### config.mk
export PLATFORM = sky130hd
export DESIGN_NAME = ssre_queue
export DESIGN_NICKNAME = d
export VERILOG_FILES = /design/src/rtl/ssre_pkg.sv /design/src/rtl/ssre_queue.sv
export SDC_FILE = /design/constraint.sdc
export NUM_CORES = 1
export LEC_CHECK = 0
export BUFFER_PORTS_ARGS = -buffer_cell sky130_fd_sc_hd__buf_2
export CORE_AREA = 2 2 66 68
export DETAILED_ROUTE_END_ITERATION = 8
export DIE_AREA = 0 0 68 70
export HOLD_SLACK_MARGIN = 0.05
export PLACE_DENSITY_LB_ADDON = 0.08
export SETUP_SLACK_MARGIN = 0.2
export SLEW_MARGIN = 15
export SYNTH_ARGS = -nofsm -noshare
export SYNTH_HDL_FRONTEND = slang
export SYNTH_SLANG_ARGS = --single-unit
### constraint.sdc
create_clock -name clk -period 2.8 [get_ports clk]
set_input_delay 0.7 -clock clk [delete_from_list [all_inputs] [get_ports clk]]
set_output_delay 0.7 -clock clk [all_outputs]
set_load 0.005 [all_outputs]
### src/rtl/ssre_pkg.sv
`default_nettype none
// ----------------------------------------------------------------------------
// ssre_pkg: shared types and constants of the stencil row engine
// Field widths, opcodes, register indexes and the front-to-back word layout.
// ----------------------------------------------------------------------------
package ssre_pkg;

	localparam int HALO_DEPTH_DEF  = 8192;
	localparam int MAX_STRIPES_DEF = 32;
	localparam int QUEUE_DEPTH     = 4;
	localparam int DIV_W           = 50;
	localparam int DIVISOR_W       = 16;
	localparam int HALO_IDX_W      = 13;
	localparam int CFG_DATA_W      = 16;
	localparam int CFG_IDX_W       = 3;

	typedef enum logic [1:0] {
		MODE_LOAD_X   = 2'd0,
		MODE_LOAD_OFF = 2'd1,
		MODE_MAC      = 2'd2,
		MODE_NONE     = 2'd3
	} mode_t;

	typedef enum logic [2:0] {
		REG_LOCAL_X  = 3'd0,
		REG_LOCAL_Y  = 3'd1,
		REG_GLOBAL_X = 3'd2,
		REG_GLOBAL_Y = 3'd3,
		REG_GLOBAL_Z = 3'd4,
		REG_ORIGIN_X = 3'd5,
		REG_ORIGIN_Y = 3'd6,
		REG_ORIGIN_Z = 3'd7
	} reg_idx_t;

	typedef enum logic {
		OP_LOAD = 1'b0,
		OP_MAC  = 1'b1
	} op_kind_t;

	typedef struct packed {
		logic [4:0]  local_x_size;
		logic [4:0]  local_y_size;
		logic [15:0] global_x_size;
		logic [15:0] global_y_size;
		logic [15:0] global_z_size;
		logic [15:0] origin_x;
		logic [15:0] origin_y;
		logic [15:0] origin_z;
	} cfg_t;

	typedef struct packed {
		op_kind_t                kind;
		logic                    hit;
		logic                    last;
		logic [HALO_IDX_W-1:0]   halo_index;
		logic [63:0]             value;
	} op_ctrl_t;

endpackage
`default_nettype wire

### src/rtl/ssre_queue.sv
`default_nettype none
// ----------------------------------------------------------------------------
// ssre_queue: small word queue between front and back
// Register based fifo with an occupancy count.
// ----------------------------------------------------------------------------
module ssre_queue #(
	parameter int W     = 8,
	parameter int DEPTH = ssre_pkg::QUEUE_DEPTH
) (
	input  logic                       clk,
	input  logic                       arst_n,
	input  logic                       push_valid,
	output logic                       push_ready,
	input  logic [W-1:0]               push_data,
	output logic                       pop_valid,
	input  logic                       pop_ready,
	output logic [W-1:0]               pop_data,
	output logic [$clog2(DEPTH+1)-1:0] count
);
	import ssre_pkg::*;

	localparam int PW = $clog2(DEPTH);
	localparam int CW = $clog2(DEPTH + 1);

	logic [W-1:0]  mem_q [DEPTH];
	logic [PW-1:0] wr_ptr_q, rd_ptr_q;
	logic [CW-1:0] count_q;
	logic          push, pop;

	assign push_ready = (count_q != CW'(DEPTH));
	assign pop_valid  = (count_q != '0);
	assign push       = push_valid && push_ready;
	assign pop        = pop_valid && pop_ready;
	assign pop_data   = mem_q[rd_ptr_q];
	assign count      = count_q;

	always_ff @(posedge clk or negedge arst_n) begin
		if (!arst_n) begin
			wr_ptr_q <= '0;
			rd_ptr_q <= '0;
			count_q  <= '0;
		end else begin
			if (push) wr_ptr_q <= wr_ptr_q + PW'(1);
			if (pop)  rd_ptr_q <= rd_ptr_q + PW'(1);
			if (push && !pop) begin
				count_q <= count_q + CW'(1);
			end else if (pop && !push) begin
				count_q <= count_q - CW'(1);
			end
		end
	end

	always_ff @(posedge clk) begin
		if (push) mem_q[wr_ptr_q] <= push_data;
	end

endmodule
`default_nettype wire

Yosys cells after proc, flatten, opt, wreduce, memory -nomap -nowiden
Memory sizes are Yosys's and may differ from the RTL's.
Cells that the tools add are included.
{ "word_totals": {"register_bits": 7, "mem_bits_rw": 32, "inputBits": 12, "output_inout_bits": 13, "elab_cells": 21, "n_memories": 1} }
{ "memory_table": {"columns": ["name", "words", "word_bits", "read_ports", "rd_ports_with_merged_regs", "write_ports", "line", "source"], "rows": [
  ["mem_q", 4, 8, 1, 0, 1, "ssre_queue.sv:25", "logic [W-1:0] mem_q [DEPTH];"]
]} }
{ "op_classes": {"add_sub_neg": 4, "n_eq_ne": 1, "muxes": 4, "reduce_logical": 8} }
{ "op_table": {"columns": ["operator", "count"], "rows": [
  ["$mux W3", 2],
  ["$add A2 B1 Y2 const B", 2],
  ["$logic_and A1 B1 Y1", 4],
  ["$add A3 B1 Y3 const B", 1],
  ["$ne A3 B3 Y1 const B", 1],
  ["$reduce_bool A3 Y1", 1],
  ["$sub A3 B1 Y3 const B", 1],
  ["$logic_not A1 Y1", 2],
  ["$mux W1", 2],
  ["$reduce_bool A2 Y1", 1]
]} }

Longest topological paths before layout
Gate-level depths: netlist (run 1).
{ "logic_depth": {"word_depth": 6, "depth_mapped": 8, "depth_no_buf": 8} }

Worst setup path before layout (run 1)
OpenSTA, ideal clock, no wires.
{ "synth_path": {"path_kind": "in2reg", "startpoint": "input port push_valid", "endpoint": "register count_q[2], in the netlist count[2]", "setup_ns": 0.079, "t_arrival_ns": 1.968, "required_time_ns": 2.721, "path_slack_ns": 0.753, "cell_stages": 7, "n_path_buf": 0, "cell_sequence": "a21boi_2 ha_1 inv_1 fa_1 xor2_1 nor2_1 xor2_1"} }
{ "synth_via": {"elab_chain_cells": 4, "word_cells_on_any_way": 6, "classes_between": "mux (1); reduce/logical (5)"} }
{ "synth_rtl": {"columns": ["item", "line", "source"], "rows": [
  ["start: declaration", "ssre_queue.sv:12", "input logic push_valid,"],
  ["$logic_and A1 B1 Y1 (*)", "ssre_queue.sv:32", "assign push = push_valid && push_ready;"],
  ["$logic_not A1 Y1", "ssre_queue.sv:47", "end else if (pop && !push) begin"],
  ["$logic_and A1 B1 Y1", "ssre_queue.sv:47", null],
  ["$reduce_bool A2 Y1 (no source line)", null, null],
  ["end signal: assignment", "ssre_queue.sv:46", "count_q <= count_q + CW'(1);"],
  ["end signal: assignment", "ssre_queue.sv:48", "count_q <= count_q - CW'(1);"],
  ["end: declaration", "ssre_queue.sv:27", "logic [CW-1:0] count_q;"]
]} }
Every way passes the cells marked *; elsewhere a longest branch is shown, timed or not.
A chain may end at the register's enable or synchronous reset.

Worst setup path after layout (run 1)
{ "layout_path": {"startpoint": "register rd_ptr_q[0]", "endpoint": "output port pop_data[1]"} }
{ "layout_via": {"elab_chain_cells": 1} }
{ "layout_rtl": {"columns": ["item", "line", "source"], "rows": [
  ["start: declaration", "ssre_queue.sv:26", "logic [PW-1:0] wr_ptr_q, rd_ptr_q;"],
  ["start signal: assignment", "ssre_queue.sv:44", "if (pop) rd_ptr_q <= rd_ptr_q + PW'(1);"],
  ["$mem_v2 Z4 W8", null, null],
  ["end: declaration", "ssre_queue.sv:17", "output logic [W-1:0] pop_data,"]
]} }
Every way passes these cells.

==> results of run 1 <==
cell usage in the layout (no fill, tap or decap), types with 2 or more instances in the layout:
| master | instances |
|---|---|
| and2_1 | 4 |
| buf_2 | 24 |
| clkbuf_8 | 6 |
| dfrtp_1 | 7 |
| edfxtp_1 | 32 |
| ha_1 | 5 |
| inv_1 | 3 |
| mux4_2 | 8 |
| xnor2_1 | 4 |
| xor2_1 | 2 |
final cells by class:
type	instances	area share (%)
Sequential cell	39	60.4
Timing Repair Buffer	25	6.78
Clock buffer	6	4.39
Inverter	3	0.598
Clock inverter	2	1.86
Multi-Input combinational cell	33	22.5
Tap cell	52	3.46
cells in the mapped netlist (all sizes together) (2+ instances only):
| library cell | n |
|---|---|
| and2 | 4 |
| edfxtp | 32 |
| nor2 | 2 |
| dfrtp | 7 |
| mux2 | 2 |
| xnor2 | 4 |
| nand2 | 2 |
| xor2 | 2 |
| ha | 5 |
| inv | 3 |
| mux4 | 8 |
per-stage QoR:
| step | power [W] | util (%) | hold WS, ps |
|---|---|---|---|
| after detailed placement | 0.00153 | 42.6 | 548 |
| after global routing | 0.00210 | 45.4 | 239 |
| after global placement | 0.00151 | 42.6 | 547 |
| final | 0.00196 | 45.4 | 246 |
| after CTS | 0.00200 | 45.4 | 242 |
| after floorplan | 0.00131 | - | 404 |
kinds of logic after synthesis:
family,synth area share [%]
buf+inv,1.50
xor+xnor,3.32
simple gates,4.50
mux,13.0
flops,71.7
fa+ha+maj,5.21
compound gates,0.711
power by group:
part / internal [W] / switching, W
sequential: 0.000788 / 0.000114
combinational: 0.000329 / 0.000261
clock: 0.000288 / 0.000183
sequential cells by signal, indices dropped and copies added (netlist names):
register and flops:
mem_q 32, count 3, rd_ptr_q 2, wr_ptr_q 2
path summary, 6_finish.rpt:
check                              end  cells after the start
setup / recovery           pop_data[1]                      3
hold / removal             rd_ptr_q[0]                      1
setup reg to reg              count[2]                      8
hold reg to reg               count[2]                      1
max in group asynchronous     count[1]                      1
min in group clk              count[2]                      1
layer usage:
layer	wire [µm]	vias up	global-route usage, %
li1	-	352	-
met4	49	0	4.67
met2	1270	22	18.7
met5	0	-	0
met1	1120	386	16.7
met3	124	5	3.86
==> summary.md, run 1 <==
| Metric | Value |
|---|---|
| Max Cap Viol | `0` |
| # setup viols final | `0` |
| Worst path max stage delay | `520 ps` |
| Critical Path Slowest Stage Cell | `mux4_2` |
| DRT antenna net count | `0` |
| Resize count post-CTS | `0` |
| TritonRoute pass-1 iters | `4` |
| Post-synthesis cell area | `1580 µm²` |
| Run status | `finished, final reports clean` |
| Crit path max fanout | `7` |
| CP startpoint kind | `flop` |
| WP buf/inv | `2` |
| RSZ-0062 raised after global routing | `no` |
| CP endpoint kind | `output port` |
| RR Startpoint | `count[0]` |
| Final instance area | `1880 µm²` |
| P&R area growth vs syn | `18.8%` |
| Die X | `68 µm` |
| I/O Buffers | `24` |
| CP Launch Point | `rd_ptr_q[0]` |
| Register bit total from synthesis | `39` |
| Vias in the first global route | `777` |
| Library cells used by synthesis | `20` |
| Core Region | `4140 µm²` |
| # IOs | `25` |
| Critical path class | `flop to output port` |
| Number of synthesized flops with an enable pin | `32` |
| Root Driver | `clkbuf_8` |
| Drt total wl | `2560 µm` |
| Placed instance area | `1760 µm²` |
| Via count | `765` |
| Min Tclk post-route | `2340 ps` |
| Post-synth top flop | `edfxtp_1` |
| Synth top area share | `60.7%` |
| Pre-CTS setup slack | `530 ps` |
| Register Area | `1140 µm²` |
| YS warnings | `0` |
| Clock skew | `1.85 ps` |
| CTS tree | `done` |
| Leakage power | `0.705 nW` |
| Chip Height | `70 µm` |
| CTS buffer count | `5` |
| Hold Path Class | `input port to async pin` |
| Row cnt | `24` |
| DR WL/cell | `16.0 µm` |
| Clock Tree Buf Depth | `2` |
| WP data arrival | `1640 ps` |
| Synthesized instance count | `77` |
| Final worst slack | `464 ps` |
| Number of H-tree levels | `2` |
| Total grt overflow | `0` |
| PD cells | `1040 nW/µm²` |
| Ranking of synthesized cells by area | `edfxtp_1 (61%), mux4_2 (11%), dfrtp_1 (11%)` |
| Slew HR | `68.3%` |
| Setup TNS Final | `0 ps` |
| Global Route Usage Sum | `12.4%` |
| Filler cell count | `384` |
| Maximum vdd ir drop | `0.428 mV` |
| 1st-iter DRT viols | `14` |
| Syn avg cell area | `20.6 µm²` |
| R2R setup slack | `730 ps` |
| Die ar. | `4760 µm²` |
| Cells along the critical path | `buf_4 > mux4_2 > buf_2` |
| Vias per std cell | `4.78` |
| First-pass GRT wire length | `4140 µm` |
| GPL Wtd Cong | `0.661` |
| Final Max Tran Viols | `0` |
| Asr flop ratio synth | `17.9%` |
| Num Clock Sinks | `39` |
| Final Hold Vio Count | `0` |
| Clk_lat worst skew | `280 ps` |
| ANT cells | `0` |
| Post-DP HPWL | `1740 µm` |
| Post-route insts no fill | `160` |
| Hold_buf cts | `0` |
| Clk pin slew, worst setup/hold paths | `70 ps` |
| Initial antenna violation count | `0` |
| Syn_nets | `95` |
| Starting Density | `38.2%` |
| Placed cells | `152` |
| Period utilization | `83.4%` |
| Tightest Pin Transition | `476 ps` |
| Sequential cell area fraction in the yosys report | `71.7%` |
| Share of cells above drive strength 1 | `44.4%` |
| Dominant cell type by area after synthesis | `edfxtp_1` |
| Final nets | `125` |
| Largest net degree at the start of global routing | `13` |
| Upper clock frequency limit | `428 MHz` |
| CP top delay family | `multiplexers` |
| DRC viols | `0` |
| CP required | `2100 ps` |
| Post-CTS setup buffers | `0` |
| Area occupied by multi-input gates | `424 µm²` |
No activity file was read; power rests on OpenSTA's default activity.
==> run 2, diff against run 1 <==
- clock period: 2.8 -> 2 ns (I/O delays scaled with it)
==> run 2 against run 1 <==
Global-route usage increased by 0.28 points. Clock skew increased by 1.2 ps. Via count increased by 7.2%. Power increased by 53%. Hold slack improved by 180 ps. Critical path depth unchanged. Sequential share of layout area decreased by 5.4 points. Clock power increased by 32%. Largest power group unchanged.
==> summary.md, run 2 (synthesis results as in run 1) <==
| Metric | Value |
|---|---|
| Final worst slack | `45.3 ps` |
| Register Area | `1140 µm²` |
| CP required | `1500 ps` |
| P&R area growth vs syn | `30.8%` |
| Critical path class | `flop to output port` |
| Placed cells | `161` |
| CP Launch Point | `rd_ptr_q[0]` |
| Area occupied by multi-input gates | `448 µm²` |
| Via count | `820` |
| Final Hold Vio Count | `0` |
| Vias per std cell | `4.66` |
| PD cells | `1450 nW/µm²` |
| TritonRoute pass-1 iters | `4` |
| Clock skew | `3.02 ps` |
| Vias in the first global route | `861` |
| Number of H-tree levels | `2` |
| Critical Path Slowest Stage Cell | `mux4_2` |
| 1st-iter DRT viols | `44` |
| Initial antenna violation count | `0` |
| Core Region | `4140 µm²` |
| Worst Hold Launch | `push_data[0]` |
| Tightest Pin Transition | `258 ps` |
| CP startpoint kind | `flop` |
| Chip Height | `70 µm` |
| Die ar. | `4760 µm²` |
| CTS tree | `done` |
| Pre-CTS setup slack | `112 ps` |
| RSZ-0062 raised after global routing | `yes` |
| Maximum vdd ir drop | `0.565 mV` |
| Post-route insts no fill | `176` |
| Max Cap Viol | `0` |
| Reg2Reg Depth | `8` |
| Hold Path Class | `input port to flop` |
| # setup viols final | `0` |
| Crit path max fanout | `7` |
| Setup TNS Final | `0 ps` |
| Clock Tree Buf Depth | `2` |
| Share of cells above drive strength 1 | `54.0%` |
| Clk_lat worst skew | `290 ps` |
| Final nets | `141` |
| I/O Buffers | `24` |
| CP endpoint kind | `output port` |
| Most flops, register | `mem_q` |
| Row cnt | `24` |
| Root Driver | `clkbuf_8` |
| Leakage power | `0.795 nW` |
| CTS buffer count | `5` |
| Final Max Tran Viols | `0` |
| Upper clock frequency limit | `512 MHz` |
| Drt total wl | `2510 µm` |
| Filler cell count | `364` |
| Clk pin slew, worst setup/hold paths | `70 ps` |
| Global Route Usage Sum | `12.7%` |
| CP Depth | `3` |
| Num Clock Sinks | `39` |
| Commonest non-fill, non-tap cells in the layout | `edfxtp_1 (32), buf_2 (23), buf_4 (11)` |
| CP top delay family | `multiplexers` |
| DRT antenna net count | `0` |
| Worst path max stage delay | `510 ps` |
| Min Tclk post-route | `1950 ps` |
| Total grt overflow | `0` |
| Die X | `68 µm` |
| ANT cells | `0` |
| Hold Crit Depth | `1` |
| WP data arrival | `1450 ps` |
| DR WL/cell | `14.3 µm` |
| Largest net degree at the start of global routing | `13` |
| Starting Density | `38.2%` |
| Cells along the critical path | `buf_6 > mux4_2 > buf_2` |
| Post-DP HPWL | `1720 µm` |
| Run status | `finished, final reports clean` |
| Max reg flops | `32` |
| GPL Wtd Cong | `0.684` |
| RR Startpoint | `count[2]` |
| Period utilization | `97.7%` |
| First-pass GRT wire length | `4230 µm` |
| Slew HR | `82.8%` |
| # IOs | `25` |
| WP buf/inv | `2` |
| Commonest non-fill, non-tap cell in the layout | `edfxtp_1` |
| DRC viols | `0` |
run 2: metal layers:
metal  global-route usage, %  wire length (µm)  up-vias
met5                       0                 0        -
met4                    7.33                64        0
met3                    3.86               125        7
met2                    19.2              1280       20
met1                    15.8              1030      407
li1                        -                 -      386
run 2: per-stage QoR:
| stage | hold slack (ps) | total power, W | instance area [µm²] | util [%] |
|---|---|---|---|---|
| 2_1_floorplan | 204 | 0.00187 | 1600 | - |
| 3_3_place_gp | 350 | 0.00231 | 1890 | 45.6 |
| 3_5_place_dp | 347 | 0.00233 | 1890 | 45.6 |
| 4_1_cts | 412 | 0.00300 | 2040 | 49.3 |
| 5_1_grt | 422 | 0.00319 | 2070 | 50.0 |
| 6_report | 423 | 0.00299 | 2070 | 50.0 |
run 2: final cells by class:
cell class / instances / share of cell area (%)
clock inverter: 3 / 1.87
tap: 52 / 3.14
sequential: 39 / 55.0
multi-input combinational: 33 / 21.6
timing repair buffer: 41 / 14.6
inverter: 3 / 0.543
clock buffer: 5 / 3.32
run 2: timing repair:
item                                    in CTS  in global routing
pin swaps                                    4                  0
gates resized for setup                      2                  3
setup buffers                                4                  2
hold buffers                                 1                  0
endpoints found under the hold margin        7                  0
endpoints found under the setup margin      10                 11
run 2: report_power, final:
part	switching, W	internal, W
logic	0.000469	0.000689
clock network	0.000257	0.000365
registers	0.000109	0.00111
run 2: final timing paths:
kind,endpoint,slack [ps]
setup / recovery,pop_data[1],50
hold / removal,mem_q[0][0],420
setup reg to reg,count[2],160
hold reg to reg,count[2],580
max in group asynchronous,rd_ptr_q[1],1250
min in group asynchronous,count[2],580
